--- src/design/two_voice_note_sequencer_assert.svh ---
// Assertion macros for the two-voice note sequencer.
// Used by the top level; expects clk and arst_n in scope.
`ifndef TWO_VOICE_NOTE_SEQUENCER_ASSERT_SVH
`define TWO_VOICE_NOTE_SEQUENCER_ASSERT_SVH

// Condition a implies condition c in the same cycle.
`define TVNS_ASSERT_NOW(lbl, a, c) \
	lbl: assert property (@(posedge clk) disable iff (!arst_n) (a) |-> (c)) \
		else $error("tvns: same-cycle check failed");

// Condition a implies condition c in the next cycle.
`define TVNS_ASSERT_NEXT(lbl, a, c) \
	lbl: assert property (@(posedge clk) disable iff (!arst_n) (a) |=> (c)) \
		else $error("tvns: next-cycle check failed");

`endif

--- src/design/tvns_pkg.sv ---
// Types, command and register codes, and the melody ROM of the
// two-voice note sequencer. No dependencies.
package tvns_pkg;

	localparam logic [1:0] CMD_TICK   = 2'd0;
	localparam logic [1:0] CMD_BIASED = 2'd1;
	localparam logic [1:0] CMD_START  = 2'd2;
	localparam logic [1:0] CMD_STOP   = 2'd3;

	localparam logic [1:0] REG_MIN_DUTY   = 2'd0;
	localparam logic [1:0] REG_MAX_DUTY   = 2'd1;
	localparam logic [1:0] REG_PLAIN_DUTY = 2'd2;

	localparam logic [15:0] MIN_DUTY_RST   = 16'd3277;
	localparam logic [15:0] MAX_DUTY_RST   = 16'd62259;
	localparam logic [15:0] PLAIN_DUTY_RST = 16'd32768;

	localparam int TABLE_MELODIES = 8;

	typedef struct packed {
		logic [1:0]         command;
		logic [31:0]        now_ms;
		logic [2:0]         melody_select;
		logic signed [15:0] left_trim;
		logic signed [15:0] right_trim;
	} item_t;

	typedef struct packed {
		logic        playing;
		logic        note_valid;
		logic [11:0] left_freq;
		logic [11:0] right_freq;
		logic [15:0] left_duty;
		logic [15:0] right_duty;
		logic        audio_begin;
		logic        audio_end;
	} result_t;

	typedef struct packed {
		logic        active;
		logic [4:0]  ptr;
		logic [4:0]  lim;
		logic [31:0] end_time;
	} state_t;

	typedef struct packed {
		logic [15:0] min_duty;
		logic [15:0] max_duty;
		logic [15:0] plain_duty;
	} cfg_t;

	typedef struct packed {
		logic [11:0] lf;
		logic [8:0]  ld;
		logic [11:0] rf;
		logic [8:0]  rd;
	} note_t;

	function automatic note_t mk(input int lf, input int ld, input int rf, input int rd);
		mk = '{lf: 12'(lf), ld: 9'(ld), rf: 12'(rf), rd: 9'(rd)};
	endfunction

	// Note ROM; steps past the last melody read as a silent pair.
	function automatic note_t note_lookup(input logic [4:0] idx);
		unique case (idx)
			5'd0:    note_lookup = mk(349, 99, 311, 99);
			5'd1:    note_lookup = mk(440, 99, 349, 99);
			5'd2:    note_lookup = mk(392, 197, 311, 197);
			5'd3:    note_lookup = mk(349, 197, 392, 197);
			5'd4:    note_lookup = mk(392, 85, 349, 85);
			5'd5:    note_lookup = mk(311, 170, 440, 170);
			5'd6:    note_lookup = mk(440, 85, 415, 85);
			5'd7:    note_lookup = mk(349, 170, 294, 170);
			5'd8:    note_lookup = mk(294, 242, 349, 242);
			5'd9:    note_lookup = mk(349, 242, 311, 242);
			5'd10:   note_lookup = mk(294, 484, 294, 484);
			5'd11:   note_lookup = mk(440, 114, 349, 114);
			5'd12:   note_lookup = mk(349, 114, 311, 114);
			5'd13:   note_lookup = mk(440, 114, 349, 114);
			5'd14:   note_lookup = mk(0, 114, 0, 114);
			5'd15:   note_lookup = mk(311, 227, 392, 227);
			5'd16:   note_lookup = mk(0, 114, 0, 114);
			5'd17:   note_lookup = mk(440, 114, 349, 114);
			5'd18:   note_lookup = mk(349, 87, 311, 87);
			5'd19:   note_lookup = mk(392, 87, 349, 87);
			5'd20:   note_lookup = mk(440, 175, 392, 175);
			5'd21:   note_lookup = mk(440, 89, 392, 89);
			5'd22:   note_lookup = mk(392, 89, 349, 89);
			5'd23:   note_lookup = mk(349, 179, 311, 179);
			5'd24:   note_lookup = mk(220, 100, 220, 100);
			default: note_lookup = '0;
		endcase
	endfunction

	// First ROM step of each melody; entry TABLE_MELODIES is the end of the last.
	function automatic logic [4:0] melody_base(input logic [3:0] m);
		unique case (m)
			4'd0:    melody_base = 5'd0;
			4'd1:    melody_base = 5'd4;
			4'd2:    melody_base = 5'd6;
			4'd3:    melody_base = 5'd8;
			4'd4:    melody_base = 5'd11;
			4'd5:    melody_base = 5'd18;
			4'd6:    melody_base = 5'd21;
			4'd7:    melody_base = 5'd24;
			default: melody_base = 5'd25;
		endcase
	endfunction

endpackage

--- src/design/tvns_step.sv ---
// Next-state and result logic for one item of the note sequencer.
// Depends on tvns_pkg.
module tvns_step
	import tvns_pkg::*;
#(
	parameter int NUM_MELODIES = 8
) (
	input  item_t   item,
	input  state_t  st,
	input  cfg_t    cfg,
	output state_t  nxt,
	output result_t res
);

	note_t       note;
	logic [8:0]  dur;
	logic [15:0] left_raw, right_raw, left_bias, right_bias;
	logic        sel_ok;
	logic [3:0]  sel_ext;

	assign note = note_lookup(st.ptr);
	assign dur  = (note.ld > note.rd) ? note.ld : note.rd;

	// 0x8000 + signed drive is the drive with its sign bit flipped
	assign left_raw  = {~item.left_trim[15], item.left_trim[14:0]};
	assign right_raw = {~item.right_trim[15], item.right_trim[14:0]};

	function automatic logic [15:0] clamp(input logic [15:0] v, input cfg_t c);
		if (v < c.min_duty)      clamp = c.min_duty;
		else if (v > c.max_duty) clamp = c.max_duty;
		else                     clamp = v;
	endfunction

	assign left_bias  = clamp(left_raw, cfg);
	assign right_bias = clamp(right_raw, cfg);

	assign sel_ext = {1'b0, item.melody_select};
	assign sel_ok  = ({2'b00, item.melody_select} < 5'(NUM_MELODIES)) &&
		(32'(item.melody_select) < 32'(TABLE_MELODIES));

	always_comb begin
		nxt = st;
		res = '0;
		unique case (item.command)
			CMD_START: begin
				res.audio_end = st.active;
				if (sel_ok) begin
					nxt.ptr = melody_base(sel_ext);
					nxt.lim = melody_base(sel_ext + 4'd1);
				end else begin
					nxt.ptr = '0;
					nxt.lim = '0;
				end
				nxt.end_time    = '0;
				nxt.active      = 1'b1;
				res.audio_begin = 1'b1;
			end
			CMD_STOP: begin
				if (st.active) begin
					res.audio_end = 1'b1;
					nxt.active    = 1'b0;
				end
			end
			CMD_TICK, CMD_BIASED: begin
				if (st.active && item.now_ms >= st.end_time) begin
					if (st.ptr >= st.lim) begin
						res.audio_end = 1'b1;
						nxt.active    = 1'b0;
					end else begin
						nxt.ptr        = st.ptr + 5'd1;
						nxt.end_time   = item.now_ms + 32'(dur);
						res.note_valid = 1'b1;
						res.left_freq  = note.lf;
						res.right_freq = note.rf;
						if (item.command == CMD_BIASED) begin
							res.left_duty  = left_bias;
							res.right_duty = right_bias;
						end else begin
							res.left_duty  = cfg.plain_duty;
							res.right_duty = cfg.plain_duty;
						end
					end
				end
			end
			default: ;
		endcase
		res.playing = nxt.active;
	end

endmodule

--- src/design/two_voice_note_sequencer.sv ---
// Two-voice note sequencer: top level with stream ports and config registers.
// Depends on tvns_pkg, tvns_step and two_voice_note_sequencer_assert.svh.
//
// Plays one of eight built-in melodies as pairs of left/right frequencies.
// Each input beat carries a command in s_tuser: tick, biased tick, start
// melody or stop. Every input beat produces exactly one output beat. A tick
// emits the next note pair (m_tuser = 1) once now_ms reaches the end time of
// the previous note; the new end time is now_ms plus the longer of the two
// durations, wrapping at 2^32. A plain tick drives plain_duty on both voices;
// a biased tick drives 0.5 + drive/2 in Q0.16, clamped to [min_duty,
// max_duty] (lower limit tested first). Pipeline: one input register stage
// and one output register; an accepted beat waits in the input stage and
// its result is loaded into the output register once that is free or
// draining; one beat is taken every cycle while the output side keeps up.
// The ROM read, the time compare and the 32-bit end-time add all sit in the
// single stage between those registers. The output register decouples the
// two sides; input is held only when both the input stage and the output
// register are full and m_tready is low. Config writes (cfg_wen/cfg_addr/
// cfg_wdata) take effect at once and should only be done while idle.
module two_voice_note_sequencer
	import tvns_pkg::*;
#(
	parameter int NUM_MELODIES = 8
) (
	input  logic        clk,
	input  logic        arst_n,
	// input beats
	input  logic        s_tvalid,
	output logic        s_tready,
	input  logic [71:0] s_tdata,  // now_ms[31:0], melody_select[34:32],
	                              // left_trim[50:35], right_trim[66:51], zero fill
	input  logic [1:0]  s_tuser,  // command[1:0]
	// result beats
	output logic        m_tvalid,
	input  logic        m_tready,
	output logic [63:0] m_tdata,  // playing[0], left_freq[12:1], right_freq[24:13],
	                              // left_duty[40:25], right_duty[56:41],
	                              // audio_begin[57], audio_end[58], zero fill
	output logic        m_tuser,  // note_valid
	// configuration writes
	input  logic        cfg_wen,
	input  logic [1:0]  cfg_addr,
	input  logic [15:0] cfg_wdata
);

	`include "two_voice_note_sequencer_assert.svh"

	logic    valid_s1;
	item_t   item_s1;
	state_t  state_q, state_nxt;
	cfg_t    cfg_q;
	result_t res_nxt, res_q;
	logic    out_valid_q;
	logic    adv;
	logic    take;
	item_t   item_in;

	// Unpack the input beat.
	assign item_in = '{
		command:       s_tuser,
		now_ms:        s_tdata[31:0],
		melody_select: s_tdata[34:32],
		left_trim:     s_tdata[50:35],
		right_trim:    s_tdata[66:51]
	};

	// Process the held item whenever the output register is free or draining.
	assign adv      = valid_s1 && (!out_valid_q || m_tready);
	assign s_tready = !valid_s1 || adv;
	assign take     = s_tvalid && s_tready;

	always_ff @(posedge clk or negedge arst_n) begin
		if (!arst_n) begin
			valid_s1 <= 1'b0;
		end else if (take) begin
			valid_s1 <= 1'b1;
		end else if (adv) begin
			valid_s1 <= 1'b0;
		end
	end

	always_ff @(posedge clk) begin
		if (take) begin
			item_s1 <= item_in;
		end
	end

	// Configuration registers.
	always_ff @(posedge clk or negedge arst_n) begin
		if (!arst_n) begin
			cfg_q.min_duty   <= MIN_DUTY_RST;
			cfg_q.max_duty   <= MAX_DUTY_RST;
			cfg_q.plain_duty <= PLAIN_DUTY_RST;
		end else if (cfg_wen) begin
			unique case (cfg_addr)
				REG_MIN_DUTY:   cfg_q.min_duty   <= cfg_wdata;
				REG_MAX_DUTY:   cfg_q.max_duty   <= cfg_wdata;
				REG_PLAIN_DUTY: cfg_q.plain_duty <= cfg_wdata;
				default: ;
			endcase
		end
	end

	tvns_step #(
		.NUM_MELODIES(NUM_MELODIES)
	) u_step (
		.item (item_s1),
		.st   (state_q),
		.cfg  (cfg_q),
		.nxt  (state_nxt),
		.res  (res_nxt)
	);

	// Player state advances together with the result register.
	always_ff @(posedge clk or negedge arst_n) begin
		if (!arst_n) begin
			state_q <= '0;
		end else if (adv) begin
			state_q <= state_nxt;
		end
	end

	always_ff @(posedge clk or negedge arst_n) begin
		if (!arst_n) begin
			out_valid_q <= 1'b0;
		end else if (adv) begin
			out_valid_q <= 1'b1;
		end else if (m_tready) begin
			out_valid_q <= 1'b0;
		end
	end

	always_ff @(posedge clk) begin
		if (adv) begin
			res_q <= res_nxt;
		end
	end

	assign m_tvalid = out_valid_q;
	assign m_tuser  = res_q.note_valid;
	assign m_tdata  = {5'd0, res_q.audio_end, res_q.audio_begin, res_q.right_duty,
		res_q.left_duty, res_q.right_freq, res_q.left_freq, res_q.playing};

	// A note is only ever emitted while the melody keeps playing.
	`TVNS_ASSERT_NOW(a_note_playing, out_valid_q && res_q.note_valid, res_q.playing)
	// A start always leaves the player running.
	`TVNS_ASSERT_NOW(a_begin_playing, out_valid_q && res_q.audio_begin, res_q.playing)
	// The step pointer never runs past the end of its melody.
	`TVNS_ASSERT_NOW(a_ptr_bound, 1'b1, state_q.ptr <= state_q.lim)
	// Every processed item lands in the output register.
	`TVNS_ASSERT_NEXT(a_adv_out, adv, out_valid_q)

endmodule

--- config.mk ---
export PLATFORM = sky130hd
export DESIGN_NAME = two_voice_note_sequencer
export DESIGN_NICKNAME = d
export VERILOG_FILES = /design/src/design/tvns_pkg.sv /design/src/design/tvns_step.sv /design/src/design/two_voice_note_sequencer.sv
export VERILOG_INCLUDE_DIRS = /design/src /design/src/design
export SDC_FILE = /design/constraint.sdc
export NUM_CORES = 1
export LEC_CHECK = 0
export CAP_MARGIN = 40
export CORE_MARGIN = 2
export CORE_UTILIZATION = 46
export DETAILED_ROUTE_END_ITERATION = 8
export DONT_BUFFER_PORTS = 1
export PLACE_DENSITY = 0.63
export SLEW_MARGIN = 10
export SYNTH_ARGS = -nofsm -noshare
export SYNTH_HDL_FRONTEND = slang
export SYNTH_SLANG_ARGS = --single-unit
--- constraint.sdc ---
create_clock -name clk -period 4.42 [get_ports clk]
set_clock_uncertainty 0.15 [all_clocks]
set_input_delay 0.221 -clock clk [delete_from_list [all_inputs] [get_ports clk]]
set_output_delay 0.221 -clock clk [all_outputs]
set_load 0.01 [all_outputs]
* Word-level counts from Yosys, hierarchy flattened
Memories as Yosys holds them, arrays and structs flattened. A register that Yosys moved wholly into a read port is not among the register bits.
Cells that the tools add are included.
** Operators by class
- Add/subtract/negate cells :: 3
- Reduce and logical (&&, ||, !) cells :: 20
- Magnitude comparators :: 7
- Equality and inequality tests :: 7
- Muxes and demuxes :: 26
- Bitwise logic cells :: 4
** Operators by type and width (count)
- 32-bit two-way mux :: 3
- 16-bit two-way mux :: 4
- 32-bit case mux with 2 select lines :: 1
- 57-bit two-way mux :: 1
- 32-bit by 9-bit adder with 32-bit output :: 1
- 32-bit greater-or-equal comparator :: 1
- 16-bit > comparator :: 2
- 16-bit less-than comparator :: 2
- 5-bit two-way mux :: 2
- 5-bit case mux with 2 select lines :: 1
- 2-bit AND reduction :: 5
- 9-bit > comparator :: 1
- 1-bit two-way mux :: 9
- 9-bit two-way mux :: 1
- 2-bit == test, second input constant :: 3
- 6-bit two-way mux :: 1
- 1-bit case mux with 3 select lines :: 2
- 2-bit nonzero test :: 3
- 5-bit by 1-bit adder with 5-bit output, second input constant :: 1
- 5-bit greater-or-equal comparator :: 1
- 3-bit by 1-bit adder with 4-bit output, second input constant :: 1
- 2-bit by 1-bit == test with 1-bit output, second input constant :: 2
- 2-bit zero test :: 2
- 1-bit inverter :: 4
- other kinds (9) :: 13
** Word-level totals
- Memories kept :: 3
- Memory bits (read-only) :: 1232
- Flip-flop bits (word level) :: 222
** Memories
- (name not given) :: words 32, bits a word 36, read ports 1, clocked after Yosys merged registers in 0, write ports 0, RTL line tvns_pkg.sv:65 : unique case (idx)
- (name not given) :: words 8, bits a word 5, read ports 1, clocked after Yosys merged registers in 1, write ports 0, RTL line tvns_pkg.sv:97 : unique case (m)
- (name not given) :: words 8, bits a word 5, read ports 1, clocked after Yosys merged registers in 0, write ports 0, RTL line tvns_pkg.sv:97

* Logic depth before layout (Yosys ltp)
Gate-level depths: netlist of the first run.
An unclocked memory read counts as a cell.
- Depth after elaboration :: 7
- Mapped depth :: 15
- Depth with buffers taken out :: 14

* Hierarchy
A second synthesis of the first run with hierarchy kept.
** Second synthesis, totals
- Cells, all modules :: 1270
- Area total of the unflattened synthesis :: 13636.8 µm²
** Modules (own cells, without submodules)
- two_voice_note_sequencer :: area each 7425.9 µm², cells each 336, times used 1
- tvns_step :: area each 6211.0 µm², cells each 934, times used 1

* Least setup slack after synthesis of the first run
Ideal clock, no wire load.
- Path kind :: register to register
- Start point :: reg state_q[39] in the netlist's numbering
- End point :: reg state_q[13] in the netlist's numbering
- Slack :: 0.737 ns
- Cell stages (with the launch flop) :: 16
- Buffers on the path :: 4
- Data arrival time :: 3.405 ns
- Path through :: dfrtp_1 -> clkbuf_1 -> clkbuf_1 -> buf_1 -> xor2_1 -> nand3_1 -> o311ai_0 -> ha_1 -> o21ai_0 -> o211ai_1 -> a41oi_1 -> clkbuf_1 -> nor3b_1 -> xnor2_1 -> nor2_1 -> mux2_1
** Between the ends
- Cells in the longest elaborated chain, start to end :: 7
- Elaborated cells between the ends (all ways) :: 10
- Those cells by class :: add/sub (1); order compare (2); eq/ne (1); mux (4); reduce/logical (1); memory (1)
** RTL lines
- start: declaration :: RTL line two_voice_note_sequencer.sv:50 : state_t state_q, state_nxt;
- start signal: assignment :: RTL line two_voice_note_sequencer.sv:119 : state_q <= state_nxt;
- memory read 32 x 36 bit
- 9-bit > comparator :: RTL line tvns_step.sv:22 : assign dur = (note.ld > note.rd) ? note.ld : note.rd;
- 9-bit two-way mux :: RTL line tvns_step.sv:22
- 32-bit by 9-bit adder with 32-bit output :: RTL line tvns_step.sv:71 : nxt.end_time = item.now_ms + 32'(dur);
- 32-bit two-way mux :: RTL line tvns_step.sv:66 : if (st.ptr >= st.lim) begin
- 32-bit two-way mux :: RTL line tvns_step.sv:65 : if (st.active && item.now_ms >= st.end_time) begin
- 32-bit case mux with 2 select lines :: RTL line tvns_step.sv:44 : unique case (item.command)
Several ways; a longest one is shown, not always the timed one. The select of a mux whose other input is x is not followed.
A chain may end at the register's enable or synchronous reset.

* Final worst setup path of the first run
- Start point :: reg state_q[37] in the netlist's numbering
- End point :: reg state_q[28] in the netlist's numbering
The elaborated chain is that of the path after synthesis.

==> results of run 1 <==
state kept, by name, indices dropped and copies added (netlist names), named ones only:
register and cells:
cfg_q 48, item_s1 69, m_tdata 52, m_tuser 1, m_tvalid 1, state_q 43, valid_s1 1
worst min-delay path, delay by kind of cell:
family          cells  cell delay, ps
buf+inv             1             250
compound gates      1             180
simple gates        1              20
area by class of cell:
type	instances	area [µm²]
tap	378	473
inverter	87	327
antenna	1	2.50
sequential	220	6110
multi-input combinational	800	6160
fill	2376	12400
clock buffer	31	658
clock inverter	14	245
timing repair buffer	127	1250
through the flow:
stage	hold slack, ps	cells	worst slack (ps)	util (%)
floorplan	-225	1162	737	-
global placement	-221	1512	465	48.1
detailed placement	-222	1515	422	48.2
CTS	7.76	1657	394	55.1
global route	51.7	1658	62.3	55.1
finish	42.0	1658	385	55.1
per-layer routing:
metal	track usage, %	wire length [µm]
met5	0	7
met4	4.72	545
met3	4.16	1870
met2	32.9	13700
met1	31.5	15100
cells in the final DEF, fill, tap and decap left out, types with 20 or more instances in the layout:
cell           instances
nand2b_1              21
dlygate4sd3_1         96
buf_4                 26
nand2_1               67
ha_1                 127
mux2i_1               41
o21ai_0               59
nand4_1               39
a21oi_1               60
edfxtp_1             122
nor2_1                73
xnor2_1               21
dfrtp_1               75
mux2_2                40
clkbuf_16             25
o221ai_1              21
inv_1                 85
nor3_1                20
final timing paths:
kind                                    startpoint                 endpoint  slack, ps  cells past startpoint
hold reg to reg            state_q[21]$_DFFE_PN0P_  state_q[21]$_DFFE_PN0P_        330                      1
hold / removal                         cfg_addr[1]    cfg_q[44]$_DFFE_PN0P_         40                      3
max in group asynchronous                   arst_n    cfg_q[21]$_DFFE_PN1P_       3550                      2
min in group asynchronous                   arst_n    cfg_q[41]$_DFFE_PN0P_        110                      2
setup reg to reg           state_q[37]$_DFFE_PN0P_  state_q[28]$_DFFE_PN0P_        390                     14
setup / recovery           state_q[37]$_DFFE_PN0P_  state_q[28]$_DFFE_PN0P_        390                     14
cell families (layout without fill, tap and decap cells):
family	Yosys count	count (layout)	share of synthesized area (%)
multiplexers	95	95	8.05
flip-flops	220	220	47.6
AO/OA/AOI/OAI	250	250	13.3
AND/OR/NAND/NOR	286	286	11.5
other	1	12	0.0292
adder cells (fa/ha/maj)	128	128	12.5
buffers and inverters	142	259	4.88
XOR/XNOR	30	30	2.05
power breakdown:
| part | switching, mW | internal [mW] | total, mW |
|---|---|---|---|
| logic | 1.79 | 1.24 | 3.03 |
| clock network | 0.820 | 1.46 | 2.28 |
| registers | 0.255 | 2.60 | 2.86 |
| total | 2.87 | 5.30 | 8.16 |
==> out/results.ini, run 1 <==
[outcome]
status=finished, final reports clean

[logic_synthesis]
syn_avg_cell_area_um2=11.1
synth_area_leader_cell=edfxtp_1
synth.distinct_cells=69
synth_top_area_share_pct=28.5
yosysWarnings=0
yosys-top-cells-area=edfxtp_1 (29%), dfrtp_1 (15%), ha_1 (12%)
async_flop_share_pct=42.3
ys_seq_area_share_pct=47.6
ys_seq_elements=220
synth_top_flop_cell=edfxtp_1
synth-edff-count=122
synth_commonest_cells=ha_1 (127), edfxtp_1 (122), inv_1 (87), dfrtp_1 (75), nor2_1 (73)
synth_area_um2=12800
synth_cells=1152
synth.most_common_cell=ha_1

[drt]
route.detailed.drc=0
postRouteAntennaNets=0
drt_iter0_markers=583
totalWireLength_um=31300
drt_pass1_iterations=5
wl_per_cell_um=18.9
num_vias=9260
viasPerCell=5.59

[run]
timing.max_cap.violations=0

[sta]
tns_ps=0
rsz0062_at_grt=false
tightest_slew_ps=840
finalCriticalPeriod_ps=4030
fmax_mhz=248
setup_viol=0
relSlewSlack_pct=43.9
period_share_pct=91.3
hold_viol=0
drv_slew=0

[clock_network]
clkLatencyLatePin_ps=520
clk_pin_slew_worst_paths_ps=60
htree_num_levels=1
postCtsSetupBuffers=0
cts_buffers=25
clk_path_buf_depth=3
cts_resized=0
ctsRootBufferMaster=clkbuf_16
cts_sinks=220
ctsHoldBuffers=97
cts_tree=yes

[worst_setup_path]
cpPeakStageDelay_ps=510
worst-setup-path-type=flip-flop to flip-flop
crit_arrival_ps=4250
worstSetupEndpointType=flip-flop
cp.required_ps=4630
critPathLaunchType=flip-flop
crit_buf_inv=1
critPathSlowestCell=dfrtp_1
crit_fanout=9
cp_cell_sequence=inv_1 > ha_1 > nor2b_1 > nand2_1 > nand2_1 > o21a_1 > ha_1 > o211ai_1 > o211ai_1 > a31oi_1 > or3_1 > nor3_1 > xnor2_1 > o22ai_1
crit_family=simple AND/OR/NAND/NOR gates

[floorplan]
io_pins=164
dieWidth_um=171
rows=61
core_um2=27600
die_height_um=171
dieArea_um2=29300
start_util_pct=46.5

[pwr]
total_power_mw=8.16
leakage_nw=6.22
ir_drop_mv=0.342
power_density_nw_per_um2=536

[global_routing]
antenna_found_initial=2
grt_max_degree=94
grt_pass1_wl_um=49300
track_usage_pct=21.5
grt_pass1_vias=9064
overflow=0

[worst_hold_path]
hp-class=input pin to flip-flop

[finish]
stdcell_area_um2=15200
nNetsFinal=1486
synthToLayoutAreaGrowth_pct=18.6
drive_gt1_share_pct=12.4

[placement]
placed_area_um2=13300
io_buffers=0
hpwl_um=22100
routabilityCongestion=0.868

Power figures use the tool's default switching activity.
==> run 2: changes to the inputs <==
- SKIP_CTS_REPAIR_TIMING: not set -> 1
- clock period: 4.42 -> 3.9 ns (I/O delays scaled with it)
==> run 2 against run 1 <==
Net effect: the run now ends with negative hold slack left; flip-flop and latch count unchanged; final area down 0.32%; routed wire length rose by 0.22%; sequential share of layout area is 0.14 points higher; first-iteration DRC count up 2.6%; register-to-register slack worse by 100 ps; total power increased by 10%; global-route usage is 0.40 points lower; via count is essentially flat.
==> out/results.ini, run 2 (synthesis gave the netlist of run 1 again) <==
[sta]
drv_slew=0
hold_ws_ps=-20.9
setup_viol=0
period_share_pct=92.8
tightest_slew_ps=724
finalCriticalPeriod_ps=3620
fmax_mhz=276
relSlewSlack_pct=50.5
hold_viol=3

[outcome]
status=complete, but fails checks
violations=negative hold slack

[drt]
viasPerCell=5.57
drt_pass1_iterations=5
totalWireLength_um=31300
postRouteAntennaNets=0
num_vias=9263
wl_met3_um=1880
top_layer=met5
drt_iter0_markers=598
drt-met1-wl_um=14700
wl_per_cell_um=18.8
route.detailed.drc=0
wl_met2_um=13900

[global_routing]
antenna_found_initial=2
overflow=0
grt_pass1_wl_um=48300
grt_max_degree=94
grt_pass1_vias=8820
track_usage_pct=21.1

[pwr]
total_power_mw=8.99
leakage_nw=6.19
ir_drop_mv=0.379
power_density_nw_per_um2=593

[placement]
io_buffers=0
placed_area_um2=13400
routabilityCongestion=0.887
hpwl_um=21500

[finish]
nNetsFinal=1492
fill_cells=2467
synthToLayoutAreaGrowth_pct=18.2
top_register=item_s1
drive_gt1_share_pct=13.2
stdcell_area_um2=15200
final_cell_mix=ha_1 (127), edfxtp_1 (122), dlygate4sd3_1 (93)
largest_reg_flops=69
layout_commonest_cell=ha_1

[clock_network]
ctsRootBufferMaster=clkbuf_16
clk_pin_slew_worst_paths_ps=60
cts_buffers=25
cts_tree=yes
clkLatencyLatePin_ps=520
cts_sinks=220
htree_num_levels=1
clk_path_buf_depth=3

[worst_setup_path]
crit_arrival_ps=3860
r2r_cells=15
critPathLaunchType=flip-flop
cp.required_ps=4140
worst-setup-path-type=flip-flop to flip-flop
crit_fanout=6
worstSetupEndpointType=flip-flop

[floorplan]
rows=61
dieWidth_um=171
io_pins=164
start_util_pct=46.5
dieArea_um2=29300
core_um2=27600
die_height_um=171

[worst_hold_path]
whs_path_depth=4
hp-class=input pin to flip-flop

[run]
timing.max_cap.violations=0

[run 2: cell count changes in the layout (fill, tap and decap cells not counted), sizes merged]
cell	change
buf	+9
bufinv	-5
clkbuf	+5
clkinv	-3
clkinvlp	+3
dlygate4sd3	-3
[run 2: per-stage QoR]
step           TNS (ps)  cells  util (%)  setup slack (ps)  hold WS, ps
2_1_floorplan         0   1162         -               217         -251
3_5_place_dp          0   1522      48.4               149         -247
5_1_grt           -9.89   1664      54.9             -9.05         12.0
3_3_place_gp          0   1519      48.3               252         -247
4_1_cts               0   1567      51.2               134         -809
6_report              0   1664      54.9               282        -20.9
[run 2: layer usage]
layer  global-route usage [%]  vias to the layer above
met5                        0                        -
met4                     5.67                        2
met3                     4.63                       51
met2                     32.5                      265
met1                     29.9                     4451
li1                         -                     4494
[run 2: path summary, 6_finish.rpt]
path                                         startpoint                 endpoint  slack [ps]
worst min-delay path                        cfg_addr[1]    cfg_q[34]$_DFFE_PN1P_         -20
worst min register to register   state_q[6]$_DFFE_PN0P_   state_q[6]$_DFFE_PN0P_         340
min in group asynchronous                        arst_n    cfg_q[10]$_DFFE_PN0P_         140
worst max register to register  state_q[37]$_DFFE_PN0P_  state_q[28]$_DFFE_PN0P_         280
max in group asynchronous                        arst_n    cfg_q[15]$_DFFE_PN1P_        3040
worst max-delay path            state_q[37]$_DFFE_PN0P_  state_q[28]$_DFFE_PN0P_         280
[run 2: area by class of cell]
class	count	area (µm²)	area share, %
flip-flops and latches	220	6110	40.3
clock inverters	9	100	0.660
multi-input cells	800	6190	40.8
diodes	1	2.50	0.0165
repair buffers	133	1300	8.56
inverters	87	327	2.15
clock buffers	36	667	4.39
well taps	378	473	3.12
[run 2: report_power, final]
group / internal (mW) / leakage (nW) / switching, mW / total (mW)
clock: 1.32 / 0.361 / 0.943 / 2.26
sequential: 2.95 / 2.35 / 0.289 / 3.24
combinational: 1.46 / 3.47 / 2.04 / 3.50
[run 2: worst max-delay path, cell delays in order, from the launching register on]
cell and delay, ps:
dfrtp_2 410, inv_1 120, ha_1 310, nor2b_1 180
nand2_1 100, nand2_1 150, o21a_1 260, ha_1 300
o211ai_1 110, o211ai_1 300, a31oi_1 140, buf_4 170
or3_4 430, nor3_2 140, xnor2_1 130, o22ai_1 90
